[src/hw/rtl/ecrv_pkg.sv]
// shared types, constants and register codes of the echo / reverb delay line
package ecrv_pkg;

    // delay line geometry and number format
    localparam int DELAY_DEPTH   = 4096;
    localparam int ADDR_W        = $clog2(DELAY_DEPTH);
    localparam int FRACTION_BITS = 16;
    localparam int SAMPLE_W      = 32;
    localparam int GAIN_W        = 16;
    localparam int OUT_W         = FRACTION_BITS + 2;
    localparam int NUM_TAPS      = 4;

    // tap distances, in items back from the write pointer
    // each must be longer than the pipeline from read issue to line write
    localparam int TAP_ONE_DISTANCE   = 701;
    localparam int TAP_TWO_DISTANCE   = 1451;
    localparam int TAP_THREE_DISTANCE = 2203;
    localparam int TAP_FOUR_DISTANCE  = 3119;

    // configuration port
    localparam int CFG_IDX_W  = 8;
    localparam int CFG_DATA_W = 16;

    typedef logic [ADDR_W-1:0]     t_addr;
    typedef logic [SAMPLE_W-1:0]   t_sample;
    typedef logic [GAIN_W-1:0]     t_gain;
    typedef logic [OUT_W-1:0]      t_out;
    typedef logic [CFG_IDX_W-1:0]  t_cfg_idx;
    typedef logic [CFG_DATA_W-1:0] t_cfg_data;

    // distances reduced modulo the depth, and the matching wrap offsets
    localparam t_addr TAP_DIST [NUM_TAPS] = '{
        t_addr'(TAP_ONE_DISTANCE % DELAY_DEPTH),
        t_addr'(TAP_TWO_DISTANCE % DELAY_DEPTH),
        t_addr'(TAP_THREE_DISTANCE % DELAY_DEPTH),
        t_addr'(TAP_FOUR_DISTANCE % DELAY_DEPTH)
    };
    localparam t_addr TAP_WRAP [NUM_TAPS] = '{
        t_addr'(DELAY_DEPTH - (TAP_ONE_DISTANCE % DELAY_DEPTH)),
        t_addr'(DELAY_DEPTH - (TAP_TWO_DISTANCE % DELAY_DEPTH)),
        t_addr'(DELAY_DEPTH - (TAP_THREE_DISTANCE % DELAY_DEPTH)),
        t_addr'(DELAY_DEPTH - (TAP_FOUR_DISTANCE % DELAY_DEPTH))
    };
    localparam t_addr LAST_ADDR = t_addr'(DELAY_DEPTH - 1);

    // output clamp limits, plus and minus one
    localparam t_sample UNITY     = t_sample'(64'd1 << FRACTION_BITS);
    localparam t_sample NEG_UNITY = t_sample'(-(64'sd1 << FRACTION_BITS));
    localparam logic signed [OUT_W-1:0] OUT_MAX = t_out'(64'd1 << FRACTION_BITS);
    localparam logic signed [OUT_W-1:0] OUT_MIN = t_out'(-(64'sd1 << FRACTION_BITS));

    // register indexes
    localparam t_cfg_idx REG_MODE        = t_cfg_idx'(0);
    localparam t_cfg_idx REG_ECHO_WET    = t_cfg_idx'(1);
    localparam t_cfg_idx REG_ECHO_FB     = t_cfg_idx'(2);
    localparam t_cfg_idx REG_TAP_ONE     = t_cfg_idx'(3);
    localparam t_cfg_idx REG_TAP_TWO     = t_cfg_idx'(4);
    localparam t_cfg_idx REG_TAP_THREE   = t_cfg_idx'(5);
    localparam t_cfg_idx REG_TAP_FOUR    = t_cfg_idx'(6);
    localparam t_cfg_idx REG_REVERB_FB   = t_cfg_idx'(7);

    // mode codes
    localparam logic MODE_ECHO   = 1'b0;
    localparam logic MODE_REVERB = 1'b1;

    // register reset values
    localparam t_gain RST_ECHO_WET   = t_gain'(49152);
    localparam t_gain RST_ECHO_FB    = t_gain'(36044);
    localparam t_gain RST_TAP_ONE    = t_gain'(36044);
    localparam t_gain RST_TAP_TWO    = t_gain'(26214);
    localparam t_gain RST_TAP_THREE  = t_gain'(18350);
    localparam t_gain RST_TAP_FOUR   = t_gain'(13107);
    localparam t_gain RST_REVERB_FB  = t_gain'(22937);

endpackage

[src/hw/rtl/ecrv_outq.sv]
// two entry output queue, decouples the pipeline from the result channel
module ecrv_outq
    import ecrv_pkg::*;
(
    input  logic i_clk,
    input  logic i_rst_n,
    input  logic i_push,
    input  t_out i_data,
    output logic o_full,
    output logic o_valid,
    input  logic i_ready,
    output t_out o_data
);

    t_out       r_data [2];
    logic       r_wr_ptr;
    logic       r_rd_ptr;
    logic [1:0] r_count;
    logic       w_pop;

    assign w_pop   = o_valid && i_ready;
    assign o_valid = (r_count != 2'd0);
    assign o_full  = (r_count == 2'd2);
    assign o_data  = r_data[r_rd_ptr];

    always_ff @(posedge i_clk) begin
        if (i_push) begin
            r_data[r_wr_ptr] <= i_data;
        end
    end

    always_ff @(posedge i_clk) begin
        if (!i_rst_n) begin
            r_wr_ptr <= 1'b0;
            r_rd_ptr <= 1'b0;
            r_count  <= 2'd0;
        end else begin
            if (i_push) begin
                r_wr_ptr <= ~r_wr_ptr;
            end
            if (w_pop) begin
                r_rd_ptr <= ~r_rd_ptr;
            end
            case ({i_push, w_pop})
                2'b10:   r_count <= r_count + 2'd1;
                2'b01:   r_count <= r_count - 2'd1;
                default: r_count <= r_count;
            endcase
        end
    end

endmodule

[config.mk]
export PLATFORM = sky130hd
export DESIGN_NAME = ecrv_outq
export DESIGN_NICKNAME = d
export VERILOG_FILES = /design/src/hw/rtl/ecrv_pkg.sv /design/src/hw/rtl/ecrv_outq.sv
export SDC_FILE = /design/constraint.sdc
export NUM_CORES = 1
export LEC_CHECK = 0
export BUFFER_PORTS_ARGS = -buffer_cell sky130_fd_sc_hd__buf_2
export CAP_MARGIN = 25
export CORE_MARGIN = 3
export CORE_UTILIZATION = 25
export CTS_CLUSTER_DIAMETER = 50
export CTS_CLUSTER_SIZE = 28
export DETAILED_ROUTE_END_ITERATION = 8
export PLACE_DENSITY = 0.48
export REMOVE_ABC_BUFFERS = 1
export SYNTH_ARGS = -nofsm -noshare
export SYNTH_HDL_FRONTEND = slang
export SYNTH_SLANG_ARGS = --single-unit
[constraint.sdc]
create_clock -name i_clk -period 4.81 [get_ports i_clk]
set_input_delay 0.962 -clock i_clk [delete_from_list [all_inputs] [get_ports i_clk]]
set_output_delay 0.962 -clock i_clk [all_outputs]
set_load 0.03 [all_outputs]
==> flow_metrics.tcl <==
set metrics [dict create \
    status "finished, final reports clean" \
    ant_nets 0 \
    yosysMostFrequentCell "edfxtp_1" \
    placed_area_um2 1808 \
    fmax_mhz 368.0 \
    firstDrtPassIters 3 \
    fin_crit_sh_pct 56.50 \
    clk_latency_ns 0.28 \
    grt_first_pass_wirelength_um 3988 \
    hp-class "register to register" \
    clock_skew_ns 0.004341 \
    htreeDepth 2 \
    synth_top_flop_cell "edfxtp_1" \
    required_ns 3.85 \
    root_buffer "clkbuf_8" \
    comb_power_share_pct 28.2 \
    holdBufCountCts 0 \
    die_y_um 83.98 \
    routedWlPerCell_um 12.91 \
    arrival_ns 1.76 \
    grt_pass1_vias 845 \
    syn-instance-count 79 \
    final_hold_viol_count 0 \
    drt_wl_total_um 2569 \
    period_needed_ns 2.718 \
    fin_setup_tns_ns 0 \
    total_power_mw 0.9181 \
    vias 805 \
    globalplace.congestion 0.7031 \
    setup_viol 0 \
    fin_cells 199 \
    ioPinCount 42 \
    synth_seq_cells 41 \
    end_kind "output pin" \
    finalMaxSlewViolations 0 \
    synth_area_um2 1520 \
    p_per_area_nw_per_um2 482.8 \
    grt_max_degree 20 \
    async_reset_ff_share_pct 0 \
    power.internal_mw 0.6293 \
    synth_common_cells "edfxtp_1, mux2_2, dfxtp_1" \
    postCtsResizedCells 0 \
    path_max_fanout 18 \
    die_w_um 83.98 \
    start_util_pct 26.63 \
    clock_sinks 41 \
    synthTopCellsByArea "edfxtp_1, mux2_2, dfxtp_1" \
    postSynthAreaPerCell_um2 19.24 \
    cts_tree "yes" \
    irDropWorstVdd_mv 0.2379 \
    layout-drive-gt1-share_pct 55.12 \
    yosysSeqAreaShare_pct 77.70 \
    synth_edf_count 36 \
    core-area_um2 5709 \
    io_buffers 41 \
    antenna_found_initial 0 \
    seq_power_share_pct 49.4 \
    cts_setup_buffers 0 \
    power_leakage_nw 0.7103 \
    drv_cap 0 \
    sw_frac_of_total_pct 31.45 \
    final_area_um2 1902 \
    area_growth_pct 25.10 \
    grt.overflow.total 0 \
    clockPowerShare_pct 22.3 \
    holdWs_ns 0.5332 \
    netlist.area_leader.share_pct 71.11 \
    cts_buffer_depth 2 \
    core.rowCount 27 \
    power_switching_mw 0.2888 \
    diodes 0 \
    cts_buffers 5 \
    drtIter0Drc 8 \
    yosysWarnings 0 \
    die_area_um2 7053 \
    synth_cell_type_count 16 \
    worstSetupStartpointType "register" \
    dp_cells 190 \
    max_slew.worst_pin.slew_ns 0.9183 \
    clk_pin_slew_worst_paths_ns 0.07 \
    path_class "register to output pin" \
    viasPerCell 4.045 \
    yosys.area.top_type "edfxtp_1" \
    dp_hpwl_um 1745 \
    final_nets 149 \
    maxSlewHeadroom_pct 38.78 \
    grt_use_total_pct 7.521 \
    rsz0062_at_grt "no" \
    remaining_drc_errors 0 \
]
[worst max-delay path: stages (launching register included)]
cell	delay [ns]
dfxtp_1	0.86
mux2_2	0.42
buf_2	0.18
[power by group through the flow]
| stage | logic [mW] | registers (mW) | clock network (mW) |
|---|---|---|---|
| floorplan | 0.198 | 0.452 | 0 |
| global placement | 0.257 | 0.462 | 0 |
| detailed placement | 0.259 | 0.465 | 0 |
| CTS | 0.262 | 0.456 | 0.219 |
| global route | 0.274 | 0.460 | 0.238 |
| finish | 0.259 | 0.454 | 0.205 |
[metrics by stage]
stage	util [%]	setup slack, ns
floorplan	-	2.604
global placement	31.67	2.357
global route	33.31	1.956
finish	33.31	2.092
CTS	33.11	2.023
detailed placement	31.67	2.349
[cells by family (layout without fill, tap and decap cells)]
family | count (synthesis) | after routing | synth area share [%]
compound gates | 4 | 4 | 1.810
xor+xnor | 3 | 3 | 1.729
fa+ha+maj | 1 | 1 | 0.8229
buf+inv | 3 | 51 | 0.9051
flops | 41 | 41 | 77.70
mux | 18 | 18 | 13.33
simple gates | 9 | 9 | 3.704
[path summary, 6_finish.rpt]
check / slack, ns / endpoint / cells past startpoint / startpoint
max reg2reg: 3.33 / r_data[1][12] / 1 / r_wr_ptr
min: 0.53 / r_count[1] / 2 / r_count[1]
min reg2reg: 0.53 / r_count[1] / 2 / r_count[1]
max: 2.09 / o_data[9] / 2 / register
[flip-flops by register name, summed over array words and instances (netlist names), named ones only]
name      count
r_data       36
r_count       2
r_rd_ptr      1
r_wr_ptr      1
[area by class of cell]
class | instances | area, um2
clock inverters | 2 | 10.01
well taps | 72 | 90.09
fillers | 568 | 3807
flip-flops and latches | 41 | 1181
repair buffers | 42 | 216.5
inverters | 1 | 3.754
clock buffers | 6 | 72.57
multi-input cells | 35 | 327.8
[routing by layer]
metal / part of all wire (%) / routed length (um) / up-vias / global-route usage, %
li1: - / - / 391 / -
met1: 44 / 1133 / 375 / 8.307
met2: 48 / 1233 / 33 / 12.65
met3: 6.5 / 167 / 6 / 3.554
met4: 1.4 / 35 / 0 / 2.632
met5: 0 / 0 / - / 0
[placed cells by master, fill, tap and decap left out]
master	n
and2b_2	1
dfxtp_1	5
buf_6	1
ha_1	1
clkbuf_1	1
clkinv_2	2
xnor2_1	3
o21a_1	2
inv_1	1
and2_1	2
o21ai_0	1
buf_2	41
clkbuf_8	5
mux2_2	18
or2_2	1
nor2b_1	3
nor2_2	1
or3_1	1
a21boi_1	1
edfxtp_1	36
Power figures use the tool's default switching activity.
