--- config.mk ---
export PLATFORM = sky130hd
export DESIGN_NAME = ecrv_gain
export DESIGN_NICKNAME = d
export VERILOG_FILES = /design/src/hw/rtl/ecrv_pkg.sv /design/src/hw/rtl/ecrv_gain.sv
export SDC_FILE = /design/constraint.sdc
export NUM_CORES = 1
export LEC_CHECK = 0
export BUFFER_PORTS_ARGS = -buffer_cell sky130_fd_sc_hd__buf_4
export CAP_MARGIN = 0
export CORE_MARGIN = 3
export CORE_UTILIZATION = 35
export DETAILED_ROUTE_END_ITERATION = 10
export GPL_ROUTABILITY_DRIVEN = 0
export SLEW_MARGIN = 20
export SYNTH_ARGS = -nofsm -noshare
export SYNTH_HDL_FRONTEND = slang
export SYNTH_SLANG_ARGS = --single-unit
--- constraint.sdc ---
create_clock -name i_clk -period 14.3 [get_ports i_clk]
set_clock_uncertainty 0.2 [all_clocks]
set_input_delay 2.145 -clock i_clk [delete_from_list [all_inputs] [get_ports i_clk]]
set_output_delay 2.145 -clock i_clk [all_outputs]
set_load 0.005 [all_outputs]
--- src/hw/rtl/ecrv_pkg.sv ---
// shared types, constants and register codes of the echo / reverb delay line
package ecrv_pkg;

    // delay line geometry and number format
    localparam int DELAY_DEPTH   = 4096;
    localparam int ADDR_W        = $clog2(DELAY_DEPTH);
    localparam int FRACTION_BITS = 16;
    localparam int SAMPLE_W      = 32;
    localparam int GAIN_W        = 16;
    localparam int OUT_W         = FRACTION_BITS + 2;
    localparam int NUM_TAPS      = 4;

    // tap distances, in items back from the write pointer
    // each must be longer than the pipeline from read issue to line write
    localparam int TAP_ONE_DISTANCE   = 701;
    localparam int TAP_TWO_DISTANCE   = 1451;
    localparam int TAP_THREE_DISTANCE = 2203;
    localparam int TAP_FOUR_DISTANCE  = 3119;

    // configuration port
    localparam int CFG_IDX_W  = 8;
    localparam int CFG_DATA_W = 16;

    typedef logic [ADDR_W-1:0]     t_addr;
    typedef logic [SAMPLE_W-1:0]   t_sample;
    typedef logic [GAIN_W-1:0]     t_gain;
    typedef logic [OUT_W-1:0]      t_out;
    typedef logic [CFG_IDX_W-1:0]  t_cfg_idx;
    typedef logic [CFG_DATA_W-1:0] t_cfg_data;

    // distances reduced modulo the depth, and the matching wrap offsets
    localparam t_addr TAP_DIST [NUM_TAPS] = '{
        t_addr'(TAP_ONE_DISTANCE % DELAY_DEPTH),
        t_addr'(TAP_TWO_DISTANCE % DELAY_DEPTH),
        t_addr'(TAP_THREE_DISTANCE % DELAY_DEPTH),
        t_addr'(TAP_FOUR_DISTANCE % DELAY_DEPTH)
    };
    localparam t_addr TAP_WRAP [NUM_TAPS] = '{
        t_addr'(DELAY_DEPTH - (TAP_ONE_DISTANCE % DELAY_DEPTH)),
        t_addr'(DELAY_DEPTH - (TAP_TWO_DISTANCE % DELAY_DEPTH)),
        t_addr'(DELAY_DEPTH - (TAP_THREE_DISTANCE % DELAY_DEPTH)),
        t_addr'(DELAY_DEPTH - (TAP_FOUR_DISTANCE % DELAY_DEPTH))
    };
    localparam t_addr LAST_ADDR = t_addr'(DELAY_DEPTH - 1);

    // output clamp limits, plus and minus one
    localparam t_sample UNITY     = t_sample'(64'd1 << FRACTION_BITS);
    localparam t_sample NEG_UNITY = t_sample'(-(64'sd1 << FRACTION_BITS));
    localparam logic signed [OUT_W-1:0] OUT_MAX = t_out'(64'd1 << FRACTION_BITS);
    localparam logic signed [OUT_W-1:0] OUT_MIN = t_out'(-(64'sd1 << FRACTION_BITS));

    // register indexes
    localparam t_cfg_idx REG_MODE        = t_cfg_idx'(0);
    localparam t_cfg_idx REG_ECHO_WET    = t_cfg_idx'(1);
    localparam t_cfg_idx REG_ECHO_FB     = t_cfg_idx'(2);
    localparam t_cfg_idx REG_TAP_ONE     = t_cfg_idx'(3);
    localparam t_cfg_idx REG_TAP_TWO     = t_cfg_idx'(4);
    localparam t_cfg_idx REG_TAP_THREE   = t_cfg_idx'(5);
    localparam t_cfg_idx REG_TAP_FOUR    = t_cfg_idx'(6);
    localparam t_cfg_idx REG_REVERB_FB   = t_cfg_idx'(7);

    // mode codes
    localparam logic MODE_ECHO   = 1'b0;
    localparam logic MODE_REVERB = 1'b1;

    // register reset values
    localparam t_gain RST_ECHO_WET   = t_gain'(49152);
    localparam t_gain RST_ECHO_FB    = t_gain'(36044);
    localparam t_gain RST_TAP_ONE    = t_gain'(36044);
    localparam t_gain RST_TAP_TWO    = t_gain'(26214);
    localparam t_gain RST_TAP_THREE  = t_gain'(18350);
    localparam t_gain RST_TAP_FOUR   = t_gain'(13107);
    localparam t_gain RST_REVERB_FB  = t_gain'(22937);

endpackage

--- src/hw/rtl/ecrv_gain.sv ---
// registered q0.16 gain product: signed sample times unsigned gain, floor shift
module ecrv_gain
    import ecrv_pkg::*;
(
    input  logic    i_clk,
    input  logic    i_en,
    input  t_sample i_value,
    input  t_gain   i_gain,
    output t_sample o_prod
);

    logic signed [SAMPLE_W+GAIN_W:0] w_full;
    t_sample                         r_prod;

    assign w_full = $signed(i_value) * $signed({1'b0, i_gain});

    always_ff @(posedge i_clk) begin
        if (i_en) begin
            r_prod <= w_full[SAMPLE_W+GAIN_W-1:GAIN_W];
        end
    end

    assign o_prod = r_prod;

endmodule

==> results of run 1 <==
[cells by family (layout without fill, tap and decap cells)]
logic type	Yosys count	in the layout
flip-flops	32	32
AO/OA/AOI/OAI	103	103
buffers and inverters	629	635
adder cells (fa/ha/maj)	594	594
other	0	1
XOR/XNOR	41	41
AND/OR/NAND/NOR	594	594
[routing by layer]
layer,up-vias,track usage,routed length [um]
met5,-,0,0
met2,382,0.3225,24400
met4,0,0.04322,1218
li1,5697,-,-
met3,72,0.02911,2757
met1,6823,0.2323,19280
[final cells by class]
cell class,count,share of cell area
well taps,680,0.04333
clock inverters,2,0.001784
clock buffers,6,0.006564
diodes,1,0.0001275
inverters,546,0.1044
repair buffers,81,0.03097
flip-flops and latches,32,0.04894
multi-input cells,1332,0.7639
[metrics by stage]
step | worst slack, ps | cells
after detailed placement | 5504 | 2671
final | 5754 | 2680
after floorplan | 6312 | 1993
after global routing | 5469 | 2679
after global placement | 5640 | 2671
after CTS | 5811 | 2679
[critical path, stage by stage]
cell and delay [ps]:
buf_4 340, nand2_1 150, fa_1 530, fa_1 510
fa_1 520, inv_1 60, fa_1 490, fa_1 490
inv_1 50, fa_1 470, inv_1 40, ha_1 350
a21oi_1 220, o21ai_0 170, a311oi_1 470, o31ai_1 150
o211ai_1 460, nand3_1 320, a211oi_1 340, xnor2_1 90
[cells in the final DEF, fill, tap and decap left out, types with 4 or more instances in the layout]
| master | n |
|---|---|
| a21o_1 | 8 |
| o21ai_1 | 5 |
| edfxtp_1 | 32 |
| nand2_1 | 319 |
| xnor2_1 | 30 |
| nor2_1 | 20 |
| nand4_1 | 8 |
| o21bai_1 | 10 |
| a21oi_1 | 33 |
| and3_1 | 4 |
| a21oi_2 | 4 |
| and2_1 | 223 |
| buf_4 | 81 |
| xor2_1 | 11 |
| clkbuf_16 | 5 |
| fa_1 | 482 |
| inv_1 | 546 |
| nand3_1 | 6 |
| o21ai_0 | 12 |
| ha_1 | 112 |
| nor3_1 | 5 |
[worst paths after layout]
path      start  slack (ps)         end
max   i_gain[2]        5750  o_prod[29]
min        i_en        2130  o_prod[21]
==> summary.md, run 1 <==
| Metric | Value |
|---|---|
| Status | `finished, final reports clean` |
| Critical path launch point type | `input port` |
| Core Rows | `just over 80` |
| Post-Synth Adder-Cell Area | `0.6027` |
| Seq cells post-synth | `32` |
| # DRC | `0` |
| Tot GR Track Use | `0.1817` |
| Ys async rst share | `0` |
| Synth cell types | `50` |
| Area occupied by multi-input gates | `between 0.01 and 0.015 mm2` |
| Chip Height | `about 230 um` |
| Cts bufs inserted | `5` |
| Fin util | `0.3804` |
| Largest net degree at the start of global routing | `33` |
| Total Neg Setup Slack | `0 ps` |
| 1st-iter DRT viols | `~640` |
| Via Count | `around 13000` |
| Number of global-route vias before repair | `between 10000 and 15000` |
| Synth-to-layout area growth | `7.076%` |
| Core Region | `approximately 0.052 mm2` |
| Post-DP HPWL | `38.68 mm` |
| Simple-Gate Fraction of Synth Area | `0.1564` |
| Proportion of synthesized area in mux cells | `0` |
| Drt first pass iters | `5` |
| Post-synth EDFFs | `32` |
| Worst EP required | `around 14000 ps` |
| Slew headroom | `0.5193` |
| Slew @ Worst Pin | `709.8 ps` |
| Synth top area cells | `fa_1 (53%), inv_1 (11%), ha_1 (7.6%)` |
| Nets | `roughly 2600` |
| TritonCTS clock tree | `built` |
| Num ports | `82` |
| Die Span X | `approximately 230 um` |
| Syn_nets | `roughly 2600` |
| Wirelength per Cell | `between 15 and 20 um` |
| First-pass GRT wire length | `~80 mm` |
| TritonCTS Sinks | `32` |
| Top FF cell, synth | `edfxtp_1` |
| CP Max Fanout | `32` |
| Compound-Gate Fraction of Synth Area | `0.03930` |
| Final setup viols | `0` |
| Synth top cells by count | `inv_1 (546), fa_1 (482), nand2_1 (319)` |
| Clock slew at reported path FFs | `roughly 60 ps` |
| Post-CTS setup buffer count | `0` |
| Die ar. | `0.05517 mm2` |
| Final WL | `about 48 mm` |
| Yosys warns | `0` |
| Largest family of logic cells by synthesized area | `adder cells` |
| Initial antenna violation count | `0` |
| Hold-fix buffers, CTS | `0` |
| Worst hold stages | `1` |
| Syn Std Cell Area | `between 0.015 and 0.02 mm2` |
| Unrepaired setup endpoints after global routing | `no` |
| Hold/Removal Path Class | `input port to flip-flop` |
| XOR/XNOR Fraction of Synth Area | `0.01958` |
| PortBufs | `81` |
| Largest register FFs | `32` |
| Max Cap Viol | `0` |
| Final period util | `0.5976` |
| Post-Syn Instances | `1993` |
| Yosys top cell area share | `0.5262` |
| Final Critical Period | `between 8000 and 9000 ps` |
| Register area share after synthesis | `0.05241` |
| Critical setup path kind | `input port to flip-flop` |
| Root Buffer Master | `clkbuf_16` |
| Clk buf depth | `2` |
| Layout cells sized above 1 | `0.05303` |
| H-tree depth | `2` |
| CP arrival | `roughly 8400 ps` |
| Final Instance Area | `~0.02 mm2` |
| Hold WS | `between 2000 and 2500 ps` |
| Post-synth top area cell | `fa_1` |
| Placed Area | `0.01947 mm2` |
| Fmax | `between 0.1 and 0.15 GHz` |
| Fill cell count | `about 5200` |
| Most common cell in the netlist | `inv_1` |
| Slew Limit Fails | `0` |
| CTS resizes | `0` |
| Avg Inst Size Synth | `between 9 and 10 um2` |
| Register area | `about 960 um2` |
| Via-to-Cell Ratio | `approximately 4.8` |
| Final Hold Fails | `0` |
| Initial Util | `0.3553` |
| Gr ovfl total | `0` |
| Routed Antenna Nets | `0` |
| Critical Path End Type | `flip-flop` |
Power of run 1 is left out: the tool's default activity adds up to more than one toggle a clock period on the data nets, which glitch-free logic cannot reach.
==> run 2: changes to the inputs <==
- clock period: 14.3 -> 6.95 ns (I/O delays scaled with it)
==> run 2 against run 1 <==
Routed wire length increased by 6.9%. Critical path depth up 5. Flip-flop and latch count is the same. Sequential share of layout area down 0.64 points. Via count increased by 5.1%. Highest routed layer unchanged. First-iteration DRC count is 1.1% lower. Global-route usage up 0.88 points. Non-clock buffer count is 250 higher. Final cell count grew 9.3%.
==> summary.md, run 2 (synthesis results as in run 1) <==
| Metric | Value |
|---|---|
| Status | `finished, final reports clean (unchanged)` |
| Chip Height | `234.9 um (unchanged)` |
| Initial antenna violation count | `0 (unchanged)` |
| Via Count | `13640 (was 12970)` |
| Slew Limit Fails | `0 (unchanged)` |
| Fmax | `between 0.1 and 0.15 GHz` |
| Most frequent cells in the layout | `inv_1 (528), fa_1 (465), nand2_1 (313) (was inv_1 (546), fa_1 (482), nand2_1 (319))` |
| Number of diodes | `0 (was 1)` |
| Initial Util | `0.3553 (unchanged)` |
| PortBufs | `81 (unchanged)` |
| Tot GR Track Use | `0.1905 (was 0.1817)` |
| Core Region | `0.05161 mm2 (unchanged)` |
| Placed cells | `2899 (was 2671)` |
| Gr ovfl total | `0 (unchanged)` |
| TritonCTS clock tree | `built (unchanged)` |
| Via-to-Cell Ratio | `4.656 (was 4.841)` |
| Fill cell count | `4963 (was 5155)` |
| Critical setup path kind | `input port to flip-flop (unchanged)` |
| Wirelength per Cell | `17.39 um (was 17.78 um)` |
| Hold WS | `1037 ps (was 2131 ps)` |
| H-tree depth | `2 (unchanged)` |
| Num ports | `82 (unchanged)` |
| Fin cells | `2929 (was 2680)` |
| Register area | `960.9 um2 (unchanged)` |
| Routed Antenna Nets | `0 (unchanged)` |
| Largest register FFs | `32 (unchanged)` |
| Final Hold Fails | `0 (unchanged)` |
| Hold/Removal Path Class | `input port to flip-flop (unchanged)` |
| Core Rows | `83 (unchanged)` |
| Area occupied by multi-input gates | `0.01561 mm2 (was 0.01500 mm2)` |
| Post-DP HPWL | `43.65 mm (was 38.68 mm)` |
| Worst EP required | `6810 ps (was 14150 ps)` |
| Critical path launch point type | `input port (unchanged)` |
| Die ar. | `0.05517 mm2 (unchanged)` |
| Max Cap Viol | `0 (unchanged)` |
| Unrepaired setup endpoints after global routing | `yes (was no)` |
| Critical Path End Type | `flip-flop (unchanged)` |
| Fin util | `0.4375 (was 0.3804)` |
| CP Max Fanout | `8 (was 32)` |
| TritonCTS Sinks | `32 (unchanged)` |
| 1st-iter DRT viols | `628 (was 635)` |
| Most frequent standard cell in the layout excluding fill and tap cells | `inv_1 (unchanged)` |
| Synth-to-layout area growth | `23.15% (was 7.076%)` |
| Final period util | `0.9943` |
| Largest net degree at the start of global routing | `33 (unchanged)` |
| Nets | `2892 (was 2642)` |
| Drt first pass iters | `7 (was 5)` |
| First-pass GRT wire length | `83.00 mm (was 79.76 mm)` |
| Layout cells sized above 1 | `0.2068 (was 0.05303)` |
| Root Buffer Master | `clkbuf_16 (unchanged)` |
| Cts bufs inserted | `5 (unchanged)` |
| Number of global-route vias before repair | `15550 (was 15000)` |
| Final WL | `50.94 mm (was 47.66 mm)` |
| Final setup viols | `0 (unchanged)` |
| Placed Area | `0.02125 mm2 (was 0.01947 mm2)` |
| # DRC | `0 (unchanged)` |
| Clock slew at reported path FFs | `60 ps (about the same)` |
| Slew headroom | `0.6075 (was 0.5193)` |
| Slew @ Worst Pin | `587.6 ps (was 709.8 ps)` |
| Hold-fix buffers, CTS | `0 (unchanged)` |
| CP arrival | `6770 ps (was 8390 ps)` |
| Clk buf depth | `2 (unchanged)` |
| Final Critical Period | `6911 ps` |
| Die Span X | `234.9 um (unchanged)` |
| Final Instance Area | `0.02258 mm2 (was 0.01963 mm2)` |
run 2: changes by cell type in the layout (fill, tap and decap cells not counted), moves of 15 or more:
cell and change:
and2_1 -15, and2_4 +15, buf_4 +181, buf_6 +40, fa_1 -17, fa_2 +17
ha_1 -18, ha_4 +16, inv_1 -18, inv_2 +18
run 2: final timing paths:
kind                  startpoint         end  slack, ps  depth (start not counted)
worst min-delay path        i_en  o_prod[16]       1040                          1
worst max-delay path   i_gain[6]  o_prod[31]         40                         25
run 2: metrics by stage:
step                      worst slack [ps]  TNS, ps
final                                39.45        0
after global routing                -115.0   -436.0
after CTS                           -53.40   -53.40
after detailed placement            -893.3   -10340
after global placement              -839.7    -9754
after floorplan                      64.00        0
run 2: worst max-delay path: stages:
cell and delay (ps):
buf_12 120, buf_12 130, and2_4 130, fa_1 490
inv_2 40, fa_1 470, fa_1 560, inv_2 40
fa_1 490, fa_1 510, inv_1 50, fa_1 540
inv_2 50, ha_4 270, buf_4 110, buf_4 140
nand2_1 50, nor2_1 210, nand4_1 220, o22ai_4 390
o21ai_4 140, o21ai_2 190, buf_4 150, nand3_1 70
and3_1 150
run 2: what timing repair did:
item | in CTS | in global routing
setup endpoints to repair | 16 | 21
gates cloned | 0 | 4
gates resized for setup | 65 | 160
setup buffers | 8 | 14
pin swaps | 35 | 117
run 2: area by class of cell:
| cell class | count | area share |
|---|---|---|
| multi-input combinational | 1332 | 0.6913 |
| inverter | 546 | 0.09076 |
| clock buffer | 7 | 0.005873 |
| timing repair buffer | 331 | 0.1316 |
| clock inverter | 1 | 0.0001662 |
| tap | 680 | 0.03768 |
| sequential | 32 | 0.04255 |
run 2: routing by layer:
layer,routed length [um],vias up,part of all wire,global-route usage
met1,20880,7006,0.41,0.2396
met3,3076,74,0.060,0.03885
met2,25760,345,0.51,0.3364
met5,0,-,0,0
li1,-,6211,-,-
met4,1219,0,0.024,0.04526
Power of run 2 is left out for the same reason.
==> run 3: changes to the inputs <==
- PLACE_DENSITY: unset -> 0.58
==> run 3 against run 2 <==
Core utilization fell by 0.95 points. Flip-flop and latch count unchanged. Worst hold slack got worse by 4.6 ps.
==> summary.md, run 3 (synthesis results as in run 1) <==
| Metric | Value |
|---|---|
| TritonCTS clock tree | `built (unchanged)` |
| Clk buf depth | `2 (unchanged)` |
| Hold WS | `1032 ps (was 1037 ps)` |
| PortBufs | `81 (unchanged)` |
| Final WL | `50.94 mm (about the same)` |
| Most frequent cells in the layout | `inv_1 (541), fa_1 (471), nand2_1 (314) (was inv_1 (528), fa_1 (465), nand2_1 (313))` |
| WL met2 | `25.89 mm (was 25.76 mm)` |
| Routed Antenna Nets | `0 (unchanged)` |
| Final period util | `0.9985 (was 0.9943)` |
| # DRC | `0 (unchanged)` |
| Synth-to-layout area growth | `20.49% (was 23.15%)` |
| Number of global-route vias before repair | `15660 (was 15550)` |
| Core Region | `0.05161 mm2 (unchanged)` |
| Placed cells | `2887 (was 2899)` |
| Critical setup path kind | `input port to flip-flop (unchanged)` |
| Die Span X | `234.9 um (unchanged)` |
| Fmax | `0.1441 GHz (was 0.1447 GHz)` |
| Met1 Wirelength | `20.96 mm (was 20.88 mm)` |
| Tot GR Track Use | `0.1934 (was 0.1905)` |
| Fin cells | `2914 (was 2929)` |
| CP Max Fanout | `8 (unchanged)` |
| Nets | `2877 (was 2892)` |
| Largest net degree at the start of global routing | `33 (unchanged)` |
| Initial Util | `0.3553 (unchanged)` |
| 1st-iter DRT viols | `580 (was 628)` |
| Slew Limit Fails | `0 (unchanged)` |
| Final Critical Period | `6940 ps (was 6911 ps)` |
| Critical path launch point type | `input port (unchanged)` |
| Max Cap Viol | `0 (unchanged)` |
| Via Count | `13630 (was 13640)` |
| Final setup viols | `0 (unchanged)` |
| Status | `finished, final reports clean (unchanged)` |
| Slew @ Worst Pin | `607.1 ps (was 587.6 ps)` |
| Number of diodes | `0 (unchanged)` |
| Final Hold Fails | `0 (unchanged)` |
| Root Buffer Master | `clkbuf_16 (unchanged)` |
| Layout cells sized above 1 | `0.1808 (was 0.2068)` |
| Wirelength per Cell | `17.48 um (was 17.39 um)` |
| CP arrival | `6800 ps (was 6770 ps)` |
| Critical Path End Type | `flip-flop (unchanged)` |
| Cts bufs inserted | `5 (unchanged)` |
| Core Rows | `83 (unchanged)` |
| Total Neg Setup Slack | `0 ps (unchanged)` |
| Die ar. | `0.05517 mm2 (unchanged)` |
| TritonCTS Sinks | `32 (unchanged)` |
| Worst EP required | `6810 ps (about the same)` |
| Metal3 WL | `2.725 mm (was 3.076 mm)` |
| Drt first pass iters | `5 (was 7)` |
| Unrepaired setup endpoints after global routing | `yes (unchanged)` |
| Largest register FFs | `32 (unchanged)` |
| H-tree depth | `2 (unchanged)` |
| Clock slew at reported path FFs | `60 ps (about the same)` |
| Num ports | `82 (unchanged)` |
| Gr ovfl total | `0 (unchanged)` |
| Initial antenna violation count | `0 (unchanged)` |
| Slew headroom | `0.5944 (was 0.6075)` |
| First-pass GRT wire length | `83.98 mm (was 83.00 mm)` |
| Via-to-Cell Ratio | `4.676 (was 4.656)` |
| Post-DP HPWL | `43.41 mm (was 43.65 mm)` |
| Top Layer Used | `met4 (unchanged)` |
| Most frequent standard cell in the layout excluding fill and tap cells | `inv_1 (unchanged)` |
| Chip Height | `234.9 um (unchanged)` |
| Hold/Removal Path Class | `input port to flip-flop (unchanged)` |
-- run 3: final timing paths --
| path | cells after the start | endpoint | start |
|---|---|---|---|
| worst max-delay path | 22 | o_prod[31] | i_value[9] |
| worst min-delay path | 1 | o_prod[23] | i_en |
-- run 3: routing by layer --
metal / global-route usage / vias to the layer above
li1: - / 6176
met1: 0.2426 / 7035
met2: 0.3411 / 329
met5: 0 / -
met3: 0.03779 / 85
met4: 0.05120 / 0
-- run 3: timing repair --
item	4_1_cts	5_1_grt
setup buffers	7	11
pin swaps	19	33
gates resized for setup	50	78
cloned	0	2
hold buffers	0	0
endpoints found under the setup margin	15	18
-- run 3: critical path: stages --
cell and delay (ps):
buf_4 140, buf_12 150, nand2_1 80, fa_1 510
inv_1 50, fa_1 500, fa_1 630, fa_1 450
fa_1 480, inv_1 50, fa_1 470, inv_1 40
ha_1 280, buf_4 160, a21oi_4 110, o21ai_2 100
a221oi_4 340, o22ai_4 190, o21ai_4 260, o21ai_4 90
or4_1 480, and3_1 180
-- run 3: final cells by class --
class                      count  area (um2)
clock buffer                   7       132.6
clock inverter                 1       3.754
fill                        5000       29520
inverter                     546        2049
multi-input combinational   1332       15430
sequential                    32       960.9
tap                          680       850.8
timing repair buffer         316        2670
-- run 3: per-stage QoR --
| stage | utilization | setup slack [ps] | instance area, um2 |
|---|---|---|---|
| floorplan | - | 64.00 | 18340 |
| global placement | 0.4101 | -711.3 | 21160 |
| detailed placement | 0.4101 | -768.6 | 21160 |
| CTS | 0.4183 | -33.95 | 21590 |
| global route | 0.4281 | -172.5 | 22090 |
| finish | 0.4281 | 10.45 | 22090 |
Power of run 3 is left out for the same reason.
